File: config.mk
export PLATFORM = sky130hd
export DESIGN_NAME = lzwd_front
export DESIGN_NICKNAME = d
export VERILOG_FILES = /design/src/design/lzwd_pkg.sv /design/src/design/lzwd_front.sv
export SDC_FILE = /design/constraint.sdc
export NUM_CORES = 1
export LEC_CHECK = 0
export BUFFER_PORTS_ARGS = -buffer_cell sky130_fd_sc_hd__clkbuf_2
export CAP_MARGIN = 0
export CORE_ASPECT_RATIO = 0.5
export CORE_UTILIZATION = 40
export CTS_BUF_LIST = sky130_fd_sc_hd__clkbuf_2
export DETAILED_ROUTE_END_ITERATION = 8
export PLACE_DENSITY_LB_ADDON = 0.12
export SKIP_CTS_REPAIR_TIMING = 1
export SLEW_MARGIN = 20
export SYNTH_ARGS = -nofsm -noshare
export SYNTH_HDL_FRONTEND = slang
export SYNTH_SLANG_ARGS = --single-unit
File: constraint.sdc
create_clock -name clk -period 2 [get_ports clk]
set_input_delay 0.1 -clock clk [delete_from_list [all_inputs] [get_ports clk]]
set_output_delay 0.1 -clock clk [all_outputs]
set_load 0.02 [all_outputs]
File: src/design/lzwd_pkg.sv
`default_nettype none

package lzwd_pkg;

    localparam int CODE_W            = 16;
    localparam int BYTE_W            = 8;
    localparam int CFG_W             = 32;
    localparam int WIDTH_W           = 5;
    localparam int PEND_W            = 17;
    localparam int NFC_W             = 32;
    localparam int MAX_CODE_BITS_DEF = 16;
    localparam int MIN_CODE_BITS     = 12;

    localparam logic [CODE_W-1:0]  CODE_END        = 16'd257;
    localparam logic [NFC_W-1:0]   CODE_FIRST_FREE = 32'd258;
    localparam logic [WIDTH_W-1:0] START_WIDTH     = 5'd9;
    localparam logic [WIDTH_W-1:0] RESET_MAX_BITS  = 5'd12;
    localparam logic [CFG_W-1:0]   RESET_COUNT_DEF = 32'hFFFF_FFFF;

    typedef enum logic {
        CMD_DECODE = 1'b0,
        CMD_DRAIN  = 1'b1
    } cmd_kind_t;

    typedef struct packed {
        cmd_kind_t         kind;
        logic [CODE_W-1:0] code;
    } cmd_t;

    typedef enum logic [1:0] {
        ST_OK      = 2'd0,
        ST_REFUSED = 2'd1,
        ST_ENDED   = 2'd2,
        ST_EMPTY   = 2'd3
    } status_t;

    typedef enum logic {
        REG_MAX_CODE_BITS = 1'b0,
        REG_RESET_COUNT   = 1'b1
    } reg_index_t;

    typedef enum logic [2:0] {
        S_IDLE,
        S_DRAIN,
        S_WALK_RD,
        S_WALK_WAIT,
        S_FIN,
        S_FIX0
    } back_state_t;

endpackage

`default_nettype wire

File: src/design/lzwd_front.sv
`default_nettype none

module lzwd_front
    import lzwd_pkg::*;
(
    input  logic              clk,
    input  logic              rst_n,
    input  logic              in_valid,
    output logic              in_stall,
    input  logic              op,
    input  logic [CODE_W-1:0] code,
    output logic              q_valid,
    output cmd_t              q_cmd,
    input  logic              q_pop
);

    cmd_t       entry_reg [2];
    logic       wr_ptr_reg, wr_ptr_next;
    logic       rd_ptr_reg, rd_ptr_next;
    logic [1:0] count_reg, count_next;
    logic       accept;
    cmd_t       cmd_in;

    assign in_stall = (count_reg == 2'd2);
    assign accept   = in_valid && !in_stall;
    assign q_valid  = (count_reg != 2'd0);
    assign q_cmd    = entry_reg[rd_ptr_reg];

    always_comb
    begin
        cmd_in.kind = op ? CMD_DRAIN : CMD_DECODE;
        cmd_in.code = code;
    end

    always_comb
    begin
        wr_ptr_next = accept ? !wr_ptr_reg : wr_ptr_reg;
        rd_ptr_next = q_pop ? !rd_ptr_reg : rd_ptr_reg;
        unique case ({accept, q_pop})
            2'b10:   count_next = count_reg + 2'd1;
            2'b01:   count_next = count_reg - 2'd1;
            default: count_next = count_reg;
        endcase
    end

    always_ff @(posedge clk)
    begin
        if (accept)
        begin
            entry_reg[wr_ptr_reg] <= cmd_in;
        end
    end

    always_ff @(posedge clk or negedge rst_n)
    begin
        if (!rst_n)
        begin
            wr_ptr_reg <= 1'b0;
            rd_ptr_reg <= 1'b0;
            count_reg  <= 2'd0;
        end
        else
        begin
            wr_ptr_reg <= wr_ptr_next;
            rd_ptr_reg <= rd_ptr_next;
            count_reg  <= count_next;
        end
    end

    a_pop_needs_entry: assert property (@(posedge clk) disable iff (!rst_n)
        q_pop |-> q_valid)
        else $error("queue popped while empty");

    a_fill_counts: assert property (@(posedge clk) disable iff (!rst_n)
        (accept && !q_pop) |=> (count_reg == $past(count_reg) + 2'd1))
        else $error("queue count lost a transaction");

    a_count_bounded: assert property (@(posedge clk) disable iff (!rst_n)
        count_reg <= 2'd2)
        else $error("queue count out of range");

endmodule

`default_nettype wire

[Word-level counts from Yosys, hierarchy flattened]
Memories as Yosys holds them, arrays and structs flattened.
Cells that the tools add are included.
Storage, ports and cells
  register bits: 4
  bits in writable memories: 34
  bits of input ports: 21
  output and inout bits: 19
  memories: 1
Operators by class
  add/sub/neg operators: 2
  eq/ne operators: 3
  muxes and demuxes: 4
  reduce and logical (&&, ||, !) cells: 6
Memories
  entry_reg: depth 2, width 17, read ports 1, clocked after memory_dff 0, wr ports 1, RTL line lzwd_front.sv:17  | cmd_t entry_reg [2];
Operators with widths (number)
  $eq 2x2->1 const B: 2
  $pmux 2 s2: 1
  $reduce_bool 2->1: 2
  $logic_not 1->1: 3
  $mux 1: 3
  $add 2x1->2 const B: 1
  $eq 2x1->1 const B: 1
  $sub 2x1->2 const B: 1
  $logic_and 1x1->1: 1

[Depth between registers and ports, before layout]
Gate-level depths: netlist (run 1).
  depth after elaboration: 5
  depth in mapped cells: 6
  depth with buffers taken out: 6

[Least setup slack after synthesis (run 1)]
OpenSTA, ideal clock, no wires.
  kind: register to register
  from: reg count_reg[0]
  to: mem entry_reg[0][0] (netlist bit), enable pin
  arrival: 1364 ps
  data required time: 1610 ps
  slack: 245 ps
  cell stages (with the launch flop): 4
  period minus slack after synthesis: 1755 ps
  cells stage by stage: dfrtp_1 -> nand2b_1 -> nand2_1 -> nor2_1
On the way
  word-level cells in the longest chain between the ends: 5
RTL lines
  start, declared: RTL line lzwd_front.sv:20  | logic [1:0] count_reg, count_next;
  start signal, assigned: RTL line lzwd_front.sv:66  | count_reg <= count_next;
  $eq 2x2->1: RTL line lzwd_front.sv:24  | assign in_stall = (count_reg == 2'd2);
  $logic_not 1->1: RTL line lzwd_front.sv:25  | assign accept = in_valid && !in_stall;
  $logic_and 1x1->1: RTL line lzwd_front.sv:25
  $mux 1: RTL line lzwd_front.sv:48  | if (accept)
  $mux 1 (not written as such): RTL line lzwd_front.sv:50  | entry_reg[wr_ptr_reg] <= cmd_in;
  end, declared: RTL line lzwd_front.sv:17
Every way passes these cells.

==> out/qor.txt, run 1 <==
Fin. Hold Viols - 0
Fraction of final layout cells with drive strength greater than 1 - 48.2%
Number of buffers added by the clock tree synthesis step - 5
Yosys top cell area share - 69.6%
GRT Residual Overflow - 0
Headroom to the max-slew limit - 80.8%
Post-route DRC - 0
Via total after detailed routing - 838
Proportion of synthesized chip area in sequential cells - 76.4%
Cells after synthesis - 70
Number of enable-type register cells in the synthesized netlist - 34
PnR Total Power - 2.78 mW
Synthesized area divided by synthesized cell count - 21.0 µm²
Worst hold slack - 0.0132 ns
Max-cap violations - 0
Ratio of final minimum period to clock period - 86.3%
Final weighted congestion in routability-driven placement - 0.640
Number of placement rows - 15
Ratio of total power to cell area - 1380 nW/µm²
CTS tree - yes
Number of design-rule violations left by the first detailed-router iteration - 29
CP required - 1.90 ns
Kind of critical path - flip-flop to output pin
Cell type with the largest total area after synthesis - sky130_fd_sc_hd__edfxtp_1
F_max - 0.579 GHz
Wire length of the first global-routing pass - 3.74 mm
Worst-margin pin slew - 0.287 ns
Starting Density - 42.3%
Via count normalized by instance count - 4.41
Post-synthesis instance area - 1470 µm²
Total leakage power - 0.831 nW
Die boundary width - 87.7 µm
Crit path max fanout - 17
Floorplan Core Area - 3470 µm²
Antenna violation net count after detailed routing - 0
Data arrival time of the critical path - 1.63 ns
Clk slew on worst S/H paths - 0.18 ns
Clock Path Buffers - 2
Initial antenna violation count - 0
Top cells by count, synth - sky130_fd_sc_hd__edfxtp_1 (34), sky130_fd_sc_hd__mux2_4 (9), sky130_fd_sc_hd__mux2_2 (8)
Final #Nets - 160
Largest net degree at the start of global routing - 18
Final setup TNS - 0 ns
Type of origin of the critical path - flip-flop
I/O pin count - 40
Distinct cell type count after synthesis - 15
Clock insertion delay at the later pin of the skew report - 0.39 ns
Die Outline Area - 3930 µm²
Time the worst path needs with I/O delays and setup - 1.73 ns
Half-perimeter wire length after detailed placement - 1.72 mm
Post-detailed-routing wire length - 2.62 mm
Count of yosys warnings during synthesis - 0
Post-Synthesis Net Count - 92
Number of iterations in the first detailed-routing pass - 6
Status - complete, no violations
Top post-synthesis cells by area - sky130_fd_sc_hd__edfxtp_1 (70%), sky130_fd_sc_hd__mux2_4 (9.2%), sky130_fd_sc_hd__dfrtp_1 (6.8%), sky130_fd_sc_hd__mux2_2 (6.1%), sky130_fd_sc_hd__xnor2_1 (1.8%)
Peak ir drop on the vdd network - 0.634 mV
CP Capture Type - output pin
Antenna cell count - 0
Post-synthesis async set-or-reset flop share - 10.5%
Clock Tree Root - sky130_fd_sc_hd__clkbuf_2
Synth-to-Final Area Change - 37.4%
Overall global routing resource usage - 13.9%
Number of flip-flops in the largest register - 34
Clk sink count - 38
Number of flip-flops and latches in the synthesized netlist - 38
Most frequent cell after synthesis - sky130_fd_sc_hd__edfxtp_1
WL/cell - 13.8 µm
Leading register cell type out of synthesis - sky130_fd_sc_hd__edfxtp_1
Setup violators final - 0
Number of global-route vias before repair - 800
Count of final max-slew check failures - 0
DIE HEIGHT - 44.8 µm
Worst min-delay path class - input pin to flip-flop
Count of buffers from port buffering - 39
Maximum clock skew at final layout - 0.0208 ns
RSZ-0062 raised after global routing - false
H-tree level count - 2
where the power goes:
part | switching (mW) | total [mW] | internal (mW)
clock | 0.249 | 0.582 | 0.333
sequential | 0.0747 | 1.17 | 1.09
combinational | 0.572 | 1.03 | 0.459
total | 0.896 | 2.78 | 1.88
critical path, cell delays in order, from the launching register on:
cell and delay, ns:
sky130_fd_sc_hd__dfrtp_1 0.41, sky130_fd_sc_hd__buf_4 0.30, sky130_fd_sc_hd__mux2_2 0.37, sky130_fd_sc_hd__clkbuf_2 0.16
layer usage:
layer  wire [µm]  up-vias  part of all wire (%)  GRT usage, %
met5           0        -                     0             0
met4          27        0                   1.0          5.90
met3         118        4                   4.5          6.03
met2        1420       22                    54          24.8
met1        1060      412                    40          14.9
li1            -      400                     -             -
final timing paths:
kind / endpoint / cells past startpoint / start / slack (ns)
worst max-delay path: q_cmd[13] / 3 / rd_ptr_reg / 0.27
worst min-delay path: wr_ptr_reg / 3 / in_valid / 0.01
worst max register to register: count_reg[1] / 6 / count_reg[0] / 0.54
worst min register to register: rd_ptr_reg / 1 / rd_ptr_reg / 0.50
max in group asynchronous: rd_ptr_reg / 4 / rst_n / 0.75
min in group asynchronous: wr_ptr_reg / 3 / rst_n / 0.54
cells in the final DEF (no fill, tap or decap), drive strengths merged:
| cell | count |
|---|---|
| and3 | 1 |
| or2 | 1 |
| edfxtp | 34 |
| xnor2 | 3 |
| ha | 1 |
| nor2 | 2 |
| xor2 | 2 |
| dlygate4sd3 | 21 |
| clkbuf | 44 |
| dfrtp | 4 |
| inv | 1 |
| buf | 3 |
| bufinv | 2 |
| nand2 | 1 |
| nand2b | 1 |
| mux2 | 17 |
| clkinv | 1 |
final cells by class:
| class | instances | area (µm²) |
|---|---|---|
| Multi-Input combinational cell | 29 | 312 |
| Sequential cell | 38 | 1120 |
| Fill cell | 277 | 1460 |
| Inverter | 1 | 3.75 |
| Timing Repair Buffer | 63 | 428 |
| Tap cell | 51 | 63.8 |
| Clock buffer | 5 | 25.0 |
| Clock inverter | 3 | 63.8 |
metrics by stage:
stage / setup slack, ns / cell area [µm²] / util, % / instances
after CTS: 0.235 / 1810 / 52.0 / 169
after global routing: 0.169 / 2020 / 58.1 / 190
after global placement: 0.713 / 1720 / 49.5 / 161
after floorplan: 0.245 / 1470 / - / 70
final: 0.273 / 2020 / 58.1 / 190
after detailed placement: 0.579 / 1720 / 49.5 / 161
kinds of logic after synthesis:
family / after synthesis / share of synthesized area, %
and+or+nand+nor: 6 / 2.05
DFF: 38 / 76.4
xor gates and xnor gates: 5 / 2.98
buffers and inverters: 3 / 2.39
muxes: 17 / 15.3
adders and majority gates: 1 / 0.852
Note: power is estimated with default switching activity, not from simulation.
==> inputs of run 2 (changes only) <==
--- a/config.mk
+++ b/config.mk
@@ -7,7 +7,6 @@
 export LEC_CHECK = 0
 export BUFFER_PORTS_ARGS = -buffer_cell sky130_fd_sc_hd__clkbuf_2
 export CAP_MARGIN = 0
-export CORE_ASPECT_RATIO = 0.5
 export CORE_UTILIZATION = 40
 export CTS_BUF_LIST = sky130_fd_sc_hd__clkbuf_2
 export DETAILED_ROUTE_END_ITERATION = 8
@@ -17,3 +16,4 @@
 export SYNTH_ARGS = -nofsm -noshare
 export SYNTH_HDL_FRONTEND = slang
 export SYNTH_SLANG_ARGS = --single-unit
+export TNS_END_PERCENT = 30
==> run 2 against run 1 <==
Routed wire length shrank 11%. Global-route usage down 1.3 points. Critical path depth stayed put. Power fell by 8.9%. Via count decreased by 2.0%. Register-to-register slack barely moved. Clock-buffer cell count rose by 1. Worst setup slack gained 0.15 ns. Critical endpoint is now q_cmd[14].
==> out/qor.txt, run 2 (synthesis gave the netlist of run 1 again) <==
Status - complete, no violations
Clk sink count - 38
Number of iterations in the first detailed-routing pass - 2
Clk slew on worst S/H paths - 0.17 ns
DIE HEIGHT - 62.6 µm
Antenna violation net count after detailed routing - 0
Largest net degree at the start of global routing - 12
RSZ-0062 raised after global routing - false
Final #Nets - 161
Setup slack after layout - 0.422 ns
Crit path max fanout - 11
Wire length of the first global-routing pass - 3.60 mm
Synth-to-Final Area Change - 33.9%
Headroom to the max-slew limit - 78.7%
Post-route DRC - 0
Final setup TNS - 0 ns
Placed Area - 1740 µm²
Internal Pwr Total - 1.66 mW
Count of final max-slew check failures - 0
Max-cap violations - 0
Total leakage power - 0.818 nW
Die boundary width - 62.6 µm
CTS tree - yes
Ratio of final minimum period to clock period - 78.9%
Peak ir drop on the vdd network - 0.693 mV
Fin. Hold Viols - 0
Half-perimeter wire length after detailed placement - 1.54 mm
Post-detailed-routing wire length - 2.34 mm
CP required - 1.90 ns
Number of buffers added by the clock tree synthesis step - 5
Overall global routing resource usage - 12.6%
Initial antenna violation count - 0
Placed Cells - 159
GRT Residual Overflow - 0
Most common library cell in the layout ignoring fill and taps - sky130_fd_sc_hd__clkbuf_2
Type of origin of the critical path - flip-flop
H-tree level count - 2
Ratio of total power to cell area - 1290 nW/µm²
Via count normalized by instance count - 4.41
F_max - 0.634 GHz
WL/cell - 12.6 µm
Final cell count without fillers - 186
Count of buffers from port buffering - 39
Setup violators final - 0
Antenna cell count - 0
Post-layout instance area - 1970 µm²
Worst-margin pin slew - 0.319 ns
Number of flip-flops in the largest register - 34
Clock Path Buffers - 2
Final weighted congestion in routability-driven placement - 0.619
Sw Share - 34.3%
Fraction of final layout cells with drive strength greater than 1 - 50.7%
I/O pin count - 40
Time the worst path needs with I/O delays and setup - 1.58 ns
Total net switching power - 869 µW
Floorplan Core Area - 3420 µm²
Maximum clock skew at final layout - 0.00963 ns
Clk pwr share - 12.3%
Die Outline Area - 3920 µm²
Kind of critical path - flip-flop to output pin
Most used cells in the layout excluding fill and tap cells - sky130_fd_sc_hd__clkbuf_2 (45), sky130_fd_sc_hd__edfxtp_1 (34), sky130_fd_sc_hd__dlygate4sd3_1 (19)
Part of the total power dissipated in combinational logic - 41.8%
Number of design-rule violations left by the first detailed-router iteration - 11
Data arrival time of the critical path - 1.48 ns
Clock Tree Root - sky130_fd_sc_hd__clkbuf_2
Number of placement rows - 21
Worst min-delay path class - input pin to asynchronous set/reset pin
CP Capture Type - output pin
Via total after detailed routing - 821
Starting Density - 43.0%
Fraction of power consumed by sequential logic - 45.8%
Number of global-route vias before repair - 762
PnR Total Power - 2.53 mW
Clock insertion delay at the later pin of the skew report - 0.36 ns
Worst Setup Slack post-DPL - 0.557 ns
==> run 2: power by group through the flow <==
stage	sequential (mW)	combinational, mW	clock, mW
after global placement	1.17	1.03	0
after detailed placement	1.18	1.04	0
after floorplan	1.16	0.780	0
after CTS	1.16	1.05	0.328
final	1.16	1.06	0.312
after global routing	1.18	1.14	0.367
==> run 2: stage by stage <==
stage               hold slack, ns  utilization, %
finish                      0.0376            57.5
global route                0.0171            57.5
CTS                         -0.519            52.0
detailed placement         -0.0841            50.8
global placement           -0.0882            50.8
floorplan                   -0.196               -
==> run 2: layout make-up <==
| class | count | area, µm² |
|---|---|---|
| fillers | 296 | 1450 |
| flip-flops and latches | 38 | 1120 |
| repair buffers | 64 | 430 |
| multi-input cells | 29 | 314 |
| well taps | 46 | 57.6 |
| clock buffers | 6 | 30.0 |
| clock inverters | 2 | 8.76 |
| inverters | 1 | 3.75 |
==> run 2: critical path, stage by stage (launching register included) <==
cell and delay [ns]:
sky130_fd_sc_hd__dfrtp_1 0.38, sky130_fd_sc_hd__buf_4 0.22, sky130_fd_sc_hd__mux2_2 0.37, sky130_fd_sc_hd__clkbuf_2 0.16
==> run 2: final timing paths <==
kind / end / start / cells after the start / slack [ns]
min in group clk: wr_ptr_reg / in_valid / 3 / 0.04
setup / recovery: q_cmd[14] / rd_ptr_reg / 3 / 0.42
hold reg to reg: count_reg[1] / count_reg[1] / 1 / 0.52
max in group asynchronous: rd_ptr_reg / rst_n / 2 / 1.83
hold / removal: wr_ptr_reg / rst_n / 2 / 0.04
setup reg to reg: entry_reg[1][1] / count_reg[0] / 3 / 0.55
==> run 2: routing by layer <==
| layer | vias up | GRT usage, % | part of all wire (%) |
|---|---|---|---|
| met5 | - | 0 | 0 |
| met3 | 4 | 4.56 | 5.3 |
| met1 | 390 | 16.4 | 46 |
| met4 | 0 | 6.98 | 1.2 |
| li1 | 402 | - | - |
| met2 | 25 | 18.3 | 47 |
